===== src/hdl/scm_pkg.sv =====
// ============================================================================
// scm_pkg
// Shared constants, instruction codes, types and helpers for the stack
// calculator machine.
// ============================================================================
`default_nettype none

package scm_pkg;

    // Default number of stack entries.
    localparam int STACK_DEPTH_DEF = 1024;

    // Field widths.
    localparam int MODE_W = 4;
    localparam int VAL_W  = 31;
    localparam int WIDE_W = 62;

    // Instruction codes.
    localparam logic [MODE_W-1:0] MODE_START  = 4'd0;
    localparam logic [MODE_W-1:0] MODE_NUM    = 4'd1;
    localparam logic [MODE_W-1:0] MODE_POP    = 4'd2;
    localparam logic [MODE_W-1:0] MODE_INV    = 4'd3;
    localparam logic [MODE_W-1:0] MODE_DUP    = 4'd4;
    localparam logic [MODE_W-1:0] MODE_SWP    = 4'd5;
    localparam logic [MODE_W-1:0] MODE_ADD    = 4'd6;
    localparam logic [MODE_W-1:0] MODE_SUB    = 4'd7;
    localparam logic [MODE_W-1:0] MODE_MUL    = 4'd8;
    localparam logic [MODE_W-1:0] MODE_DIV    = 4'd9;
    localparam logic [MODE_W-1:0] MODE_MOD    = 4'd10;
    localparam logic [MODE_W-1:0] MODE_FINISH = 4'd11;

    // Largest result magnitude that is allowed.
    localparam logic signed [WIDE_W-1:0] MAG_LIMIT = 62'sd1000000000;

    // Commands from the controller to the datapath.
    typedef struct packed {
        logic ready;
        logic load;
        logic exec;
        logic div_commit;
        logic swap2;
    } t_cmd;

    // Status from the datapath to the controller.
    typedef struct packed {
        logic is_finish;
        logic out_busy;
        logic need_div;
        logic need_swap2;
        logic div_done;
    } t_status;

    // True when a result lies outside the allowed magnitude.
    function automatic logic too_big(input logic signed [WIDE_W-1:0] r);
        return (r > MAG_LIMIT) || (r < -MAG_LIMIT);
    endfunction

endpackage

`default_nettype wire


===== src/hdl/scm_ctrl.sv =====
// ============================================================================
// scm_ctrl
// Sequencer: accept a word, read the stack, execute, then wait on the
// divider or finish a swap.
// ============================================================================
`default_nettype none

module scm_ctrl import scm_pkg::*; (
    input  wire logic    i_clk,
    input  wire logic    i_rst_n,
    input  wire logic    i_valid,
    input  wire t_status i_status,
    output t_cmd         o_cmd
);

    localparam logic [2:0] ST_IDLE = 3'd0;
    localparam logic [2:0] ST_RD   = 3'd1;
    localparam logic [2:0] ST_EX   = 3'd2;
    localparam logic [2:0] ST_DIVW = 3'd3;
    localparam logic [2:0] ST_SWP2 = 3'd4;

    logic [2:0] r_state, n_state;

    // Next state and commands.
    always_comb begin
        n_state = r_state;
        o_cmd   = '0;
        case (r_state)
            ST_IDLE: begin
                o_cmd.ready = 1'b1;
                if (i_valid) begin
                    o_cmd.load = 1'b1;
                    n_state    = ST_RD;
                end
            end
            ST_RD: begin
                n_state = ST_EX;
            end
            ST_EX: begin
                if (!(i_status.is_finish && i_status.out_busy)) begin
                    o_cmd.exec = 1'b1;
                    if (i_status.need_div) n_state = ST_DIVW;
                    else if (i_status.need_swap2) n_state = ST_SWP2;
                    else n_state = ST_IDLE;
                end
            end
            ST_DIVW: begin
                if (i_status.div_done) begin
                    o_cmd.div_commit = 1'b1;
                    n_state          = ST_IDLE;
                end
            end
            ST_SWP2: begin
                o_cmd.swap2 = 1'b1;
                n_state     = ST_IDLE;
            end
            default: begin
                n_state = ST_IDLE;
            end
        endcase
    end

    always_ff @(posedge i_clk) begin
        if (!i_rst_n) begin
            r_state <= ST_IDLE;
        end else begin
            r_state <= n_state;
        end
    end

`ifndef NO_ASSERTIONS
    a_load_reads: assert property (@(posedge i_clk) disable iff (!i_rst_n)
        o_cmd.load |=> (r_state == ST_RD))
        else $error("accepted word did not go to the read step");
    a_div_back: assert property (@(posedge i_clk) disable iff (!i_rst_n)
        o_cmd.div_commit |=> (r_state == ST_IDLE))
        else $error("divide commit did not return to idle");
`endif

endmodule

`default_nettype wire


===== config.mk =====
export PLATFORM = sky130hd
export DESIGN_NAME = scm_ctrl
export DESIGN_NICKNAME = d
export VERILOG_FILES = /design/src/hdl/scm_pkg.sv /design/src/hdl/scm_ctrl.sv
export SDC_FILE = /design/constraint.sdc
export NUM_CORES = 1
export LEC_CHECK = 0
export BUFFER_PORTS_ARGS = -buffer_cell sky130_fd_sc_hd__buf_2
export CAP_MARGIN = 20
export CORE_AREA = 5 5 42 44
export CTS_CLUSTER_SIZE = 8
export DETAILED_ROUTE_END_ITERATION = 6
export DIE_AREA = 0 0 47 49
export PLACE_DENSITY = 0.43
export SLEW_MARGIN = 20
export SYNTH_ARGS = -nofsm -noshare
export SYNTH_HDL_FRONTEND = slang
export SYNTH_SLANG_ARGS = --single-unit

===== constraint.sdc =====
create_clock -name i_clk -period 1.35 [get_ports i_clk]
set_clock_uncertainty 0.05 [all_clocks]
set_input_delay 0.135 -clock i_clk [delete_from_list [all_inputs] [get_ports i_clk]]
set_output_delay 0.135 -clock i_clk [all_outputs]
set_load 0.03 [all_outputs]

# Word-level counts from Yosys, hierarchy flattened
# Cells that the tools add are included.
op_classes:
  n_addsub: 0
  mul: 0
  div: 0
  order_cmp: 0
  eq_ne: 7
  n_shift: 0
  muxes: 13
  n_bitwise: 0
  reduce_logical: 3
op_table:
  columns: ["cell", "count"]
  rows:
  - ["two-way mux 3 bit", 5]
  - ["one-hot mux 3 bit (4 select lines)", 1]
  - ["equality test 3 x 2 -> 1 bit (second input constant)", 2]
  - ["two-way mux 1 bit", 6]
  - ["inequality test 2 bit (second input constant)", 3]
  - ["equality test 3 x 1 -> 1 bit (second input constant)", 1]
  - ["equality test 3 bit (second input constant)", 1]
  - ["logical NOT 3 bit", 1]
  - ["AND reduction 3 bit", 1]
  - ["two-way mux 2 bit", 1]
  - ["logical AND 1 bit", 1]
word_totals:
  register_bits: 3
  latchBits: 0
  ram_bits: 0
  rom_bits: 0
  input_bits: 8
  out_inout_bits: 5
  wordCells: 24
  memories: 0

# Depth between registers and ports, before layout
logic_depth:
  depth_word: 4
  ltp_mapped: 4
  ltp_nobuf: 3

# Worst setup path after synthesis
# No wires, ideal clock.
synth_timing:
  kind: "reg2out"
  start: "reg r_state[0]"
  end: "out o_cmd[0] (netlist name)"
  arrival_time_ps: 1192
  slack_ps: -27
  stages_incl_launch_ff: 3
  path_cell_list: "dfxtp_1 -> buf_6 -> nor3b_1"
synth_lines:
  columns: ["item", "line", "text"]
  rows:
  - ["start, declared", "scm_ctrl.sv:22", "logic [2:0] r_state, n_state;"]
  - ["start signal, assigned", "scm_ctrl.sv:67", "r_state <= n_state;"]
  - ["end, declared", "scm_ctrl.sv:13", "output t_cmd o_cmd"]

==> results.py <==
metrics = {
    "outcome": {
        "status": "finished, final reports clean",
    },
    "timing": {
        "slew_headroom": 0.874,
        "tightest_slew_ps": 190,
        "period_needed_ps": 1290,
        "worst_slack_ps": 59.7,
        "whs_ps": 95.1,
        "hold_viol_final": 0,
        "drv_slew": 0,
        "period_share": 0.956,
        "setup_violations": 0,
        "fmax_mhz": 775,
    },
    "finish": {
        "largest_reg_flops": 3,
        "layout.cells.non_filler": 55,
        "reg.largest.list": "r_state: 3 flops",
        "top_register": "r_state",
        "fillers": 167,
        "drive_gt1_frac": 0.744,
        "fin_nets": 48,
        "area_growth_pct": 49.2,
        "antenna_cells": 0,
        "final_util": 0.263,
    },
    "detailed_routing": {
        "vias_per_cell": 4.42,
        "ant_nets": 0,
        "drc": 0,
        "wl_per_cell_um": 10.9,
        "first_iter_violations": 3,
        "drt_wl_total_um": 597,
        "dr.pass1.iters": 2,
        "num_vias": 243,
    },
    "die": {
        "start_util": 0.176,
        "coreArea_um2": 1400,
        "fp.dieArea_um2": 2300,
        "num_rows": 14,
        "die_w_um": 47,
        "num_io_pins": 13,
        "die_y_um": 49,
    },
    "setup_path": {
        "end_kind": "output port",
        "slowest_delay_ps": 320,
        "r2r-end": "r_state[0]$_SDFFE_PN0P_",
        "path_cells": "buf_4, nor3_2, buf_2",
        "slowest_stage": "dfxtp_1",
        "reg2reg_depth": 4,
        "ff2ff_setup_slack_ps": 340,
        "crit_type": "reg2out",
        "worstPathRequired_ps": 1160,
        "cp.arrival_ps": 1110,
        "startpoint_type": "flop",
        "r2r_start": "r_state[1]$_SDFFE_PN0P_",
        "cp_max_fo": 9,
    },
    "clock_tree": {
        "cts_resized": 0,
        "clkLatencyLatePin_ps": 230,
        "holdBufCountCts": 0,
        "cts_buffers": 3,
        "clock_sinks": 3,
        "clk_path_buf_depth": 2,
        "h-tree-depth": 1,
        "cts_tree": "done",
        "cts_setup_buffers": 0,
        "clkTransAtPathRegs_ps": 30,
        "cts_root_buf": "clkbuf_4",
    },
    "logic_synthesis": {
        "yosysWarnings": 0,
        "netlist_area_um2": 246,
        "seq_area_frac_synth": 0.244,
        "syn-mean-instance-area_um2": 10.7,
        "syn_nets": 31,
        "synthCells": 23,
        "yosys_register_bits": 3,
        "yosys.cell_types.count": 17,
    },
    "placed_design": {
        "dp_hpwl_um": 515,
        "finalWeightedCongestion": 0.696,
        "dp.cells": 51,
        "port-buffer-count": 12,
        "dp_slack_ps": 241,
    },
    "worst_hold_path": {
        "whs_endpoint": "r_state[1]$_SDFFE_PN0P_",
        "hold_depth": 2,
        "hp-class": "in2reg",
        "worstHoldStart": "i_status[0]",
    },
    "pwr": {
        "p_comb_frac": 0.278,
        "leakagePower_uw": 0.000166,
        "ir_drop_uv": 504,
        "powerDensity_nw_per_um2": 974,
        "switching_share": 0.304,
        "seqPwrFrac": 0.286,
        "p_clk_frac": 0.436,
        "power_switching_uw": 109,
        "p_int_uw": 249,
    },
    "grt": {
        "grt_use_total": 0.0612,
        "grt_pass1_wl_um": 979,
        "grt_max_degree": 10,
        "grt_pass1_vias": 241,
        "grt-ovfl-total": 0,
        "antenna_found_initial": 0,
    },
    "flow_run": {
        "maxCapViolCount": 0,
    },
}
## how the worst max path moves through the flow
| stage | to | start |
|---|---|---|
| floorplan | o_cmd[4] | r_state[0]$_SDFFE_PN0P_ |
| global placement | r_state[0]$_SDFFE_PN0P_ | r_state[1]$_SDFFE_PN0P_ |
| detailed placement | r_state[0]$_SDFFE_PN0P_ | r_state[1]$_SDFFE_PN0P_ |
| CTS | o_cmd[2] | r_state[1]$_SDFFE_PN0P_ |
| global route | o_cmd[0] | r_state[0]$_SDFFE_PN0P_ |
| finish | o_cmd[2] | r_state[0]$_SDFFE_PN0P_ |
## critical path, delay by kind of cell (launching register included)
family | cells | cell delay [ps]
AND/OR/NAND/NOR | 1 | 170
buffers and inverters | 2 | 390
flip-flops | 1 | 320
## cell families (layout without fill, tap and decap cells)
family | after synthesis | in the layout | share of synthesized area
buffers and inverters | 3 | 19 | 0.107
AND/OR/NAND/NOR | 12 | 12 | 0.492
flip-flops | 3 | 3 | 0.244
AO/OA/AOI/OAI | 5 | 5 | 0.157
## cells in the mapped netlist
library cell / instances / share of area
a21o_1: 1 / 0.030
a21oi_1: 2 / 0.041
a311oi_2: 1 / 0.061
a31oi_1: 1 / 0.025
and4b_2: 1 / 0.046
buf_6: 2 / 0.091
dfxtp_1: 3 / 0.24
inv_1: 1 / 0.015
nand2_1: 2 / 0.030
nand2b_4: 1 / 0.056
nand3b_1: 1 / 0.030
nand4b_4: 1 / 0.096
nor3_1: 2 / 0.041
nor3b_1: 1 / 0.030
nor3b_2: 1 / 0.051
nor4_2: 1 / 0.051
nor4b_2: 1 / 0.061
## power by group through the flow
stage	combinational (uW)	sequential (uW)	clock, uW
global placement	98.6	103	0
CTS	97.3	102	162
global route	108	103	173
detailed placement	97.2	103	0
finish	99.4	102	156
floorplan	74.1	99.0	0
## final cells by class
cell class / count / area, um2 / share of cell area
timing repair buffer: 14 / 80.1 / 0.218
tap: 16 / 20.0 / 0.0544
sequential: 3 / 62.6 / 0.170
clock buffer: 4 / 26.3 / 0.0714
inverter: 1 / 3.75 / 0.0102
multi-input combinational: 17 / 175 / 0.476
## layout by cell type, fill, tap and decap left out
cell,synthesis,layout
nor4b_2,1,1
a21oi_1,2,2
a21o_1,1,1
clkbuf_1,0,1
buf_4,0,3
clkbuf_4,0,4
buf_2,0,10
nand3b_1,1,1
and4b_2,1,1
nand4b_4,1,1
nor3_2,0,2
dfxtp_2,0,2
a31oi_1,1,1
nor3b_2,1,2
dfxtp_1,3,1
nand2_1,2,2
nor4_2,1,1
nand2b_4,1,1
inv_1,1,1
a311oi_2,1,1
## stage by stage
stage | total power, uW | setup TNS (ps) | area (um2)
after CTS | 362 | 0 | 355
after floorplan | 173 | 0 | 256
after global routing | 384 | -1.80 | 368
final | 358 | 0 | 368
after global placement | 202 | 0 | 329
after detailed placement | 200 | 0 | 329
## routing by layer
metal | vias up | GRT usage | part of all wire
li1 | 119 | - | -
met1 | 114 | 0.0548 | 0.32
met2 | 10 | 0.0973 | 0.58
met3 | 0 | 0.0480 | 0.092
met4 | 0 | 0.0276 | 0
met5 | - | 0 | 0
No activity file was read; power rests on OpenSTA's default activity.
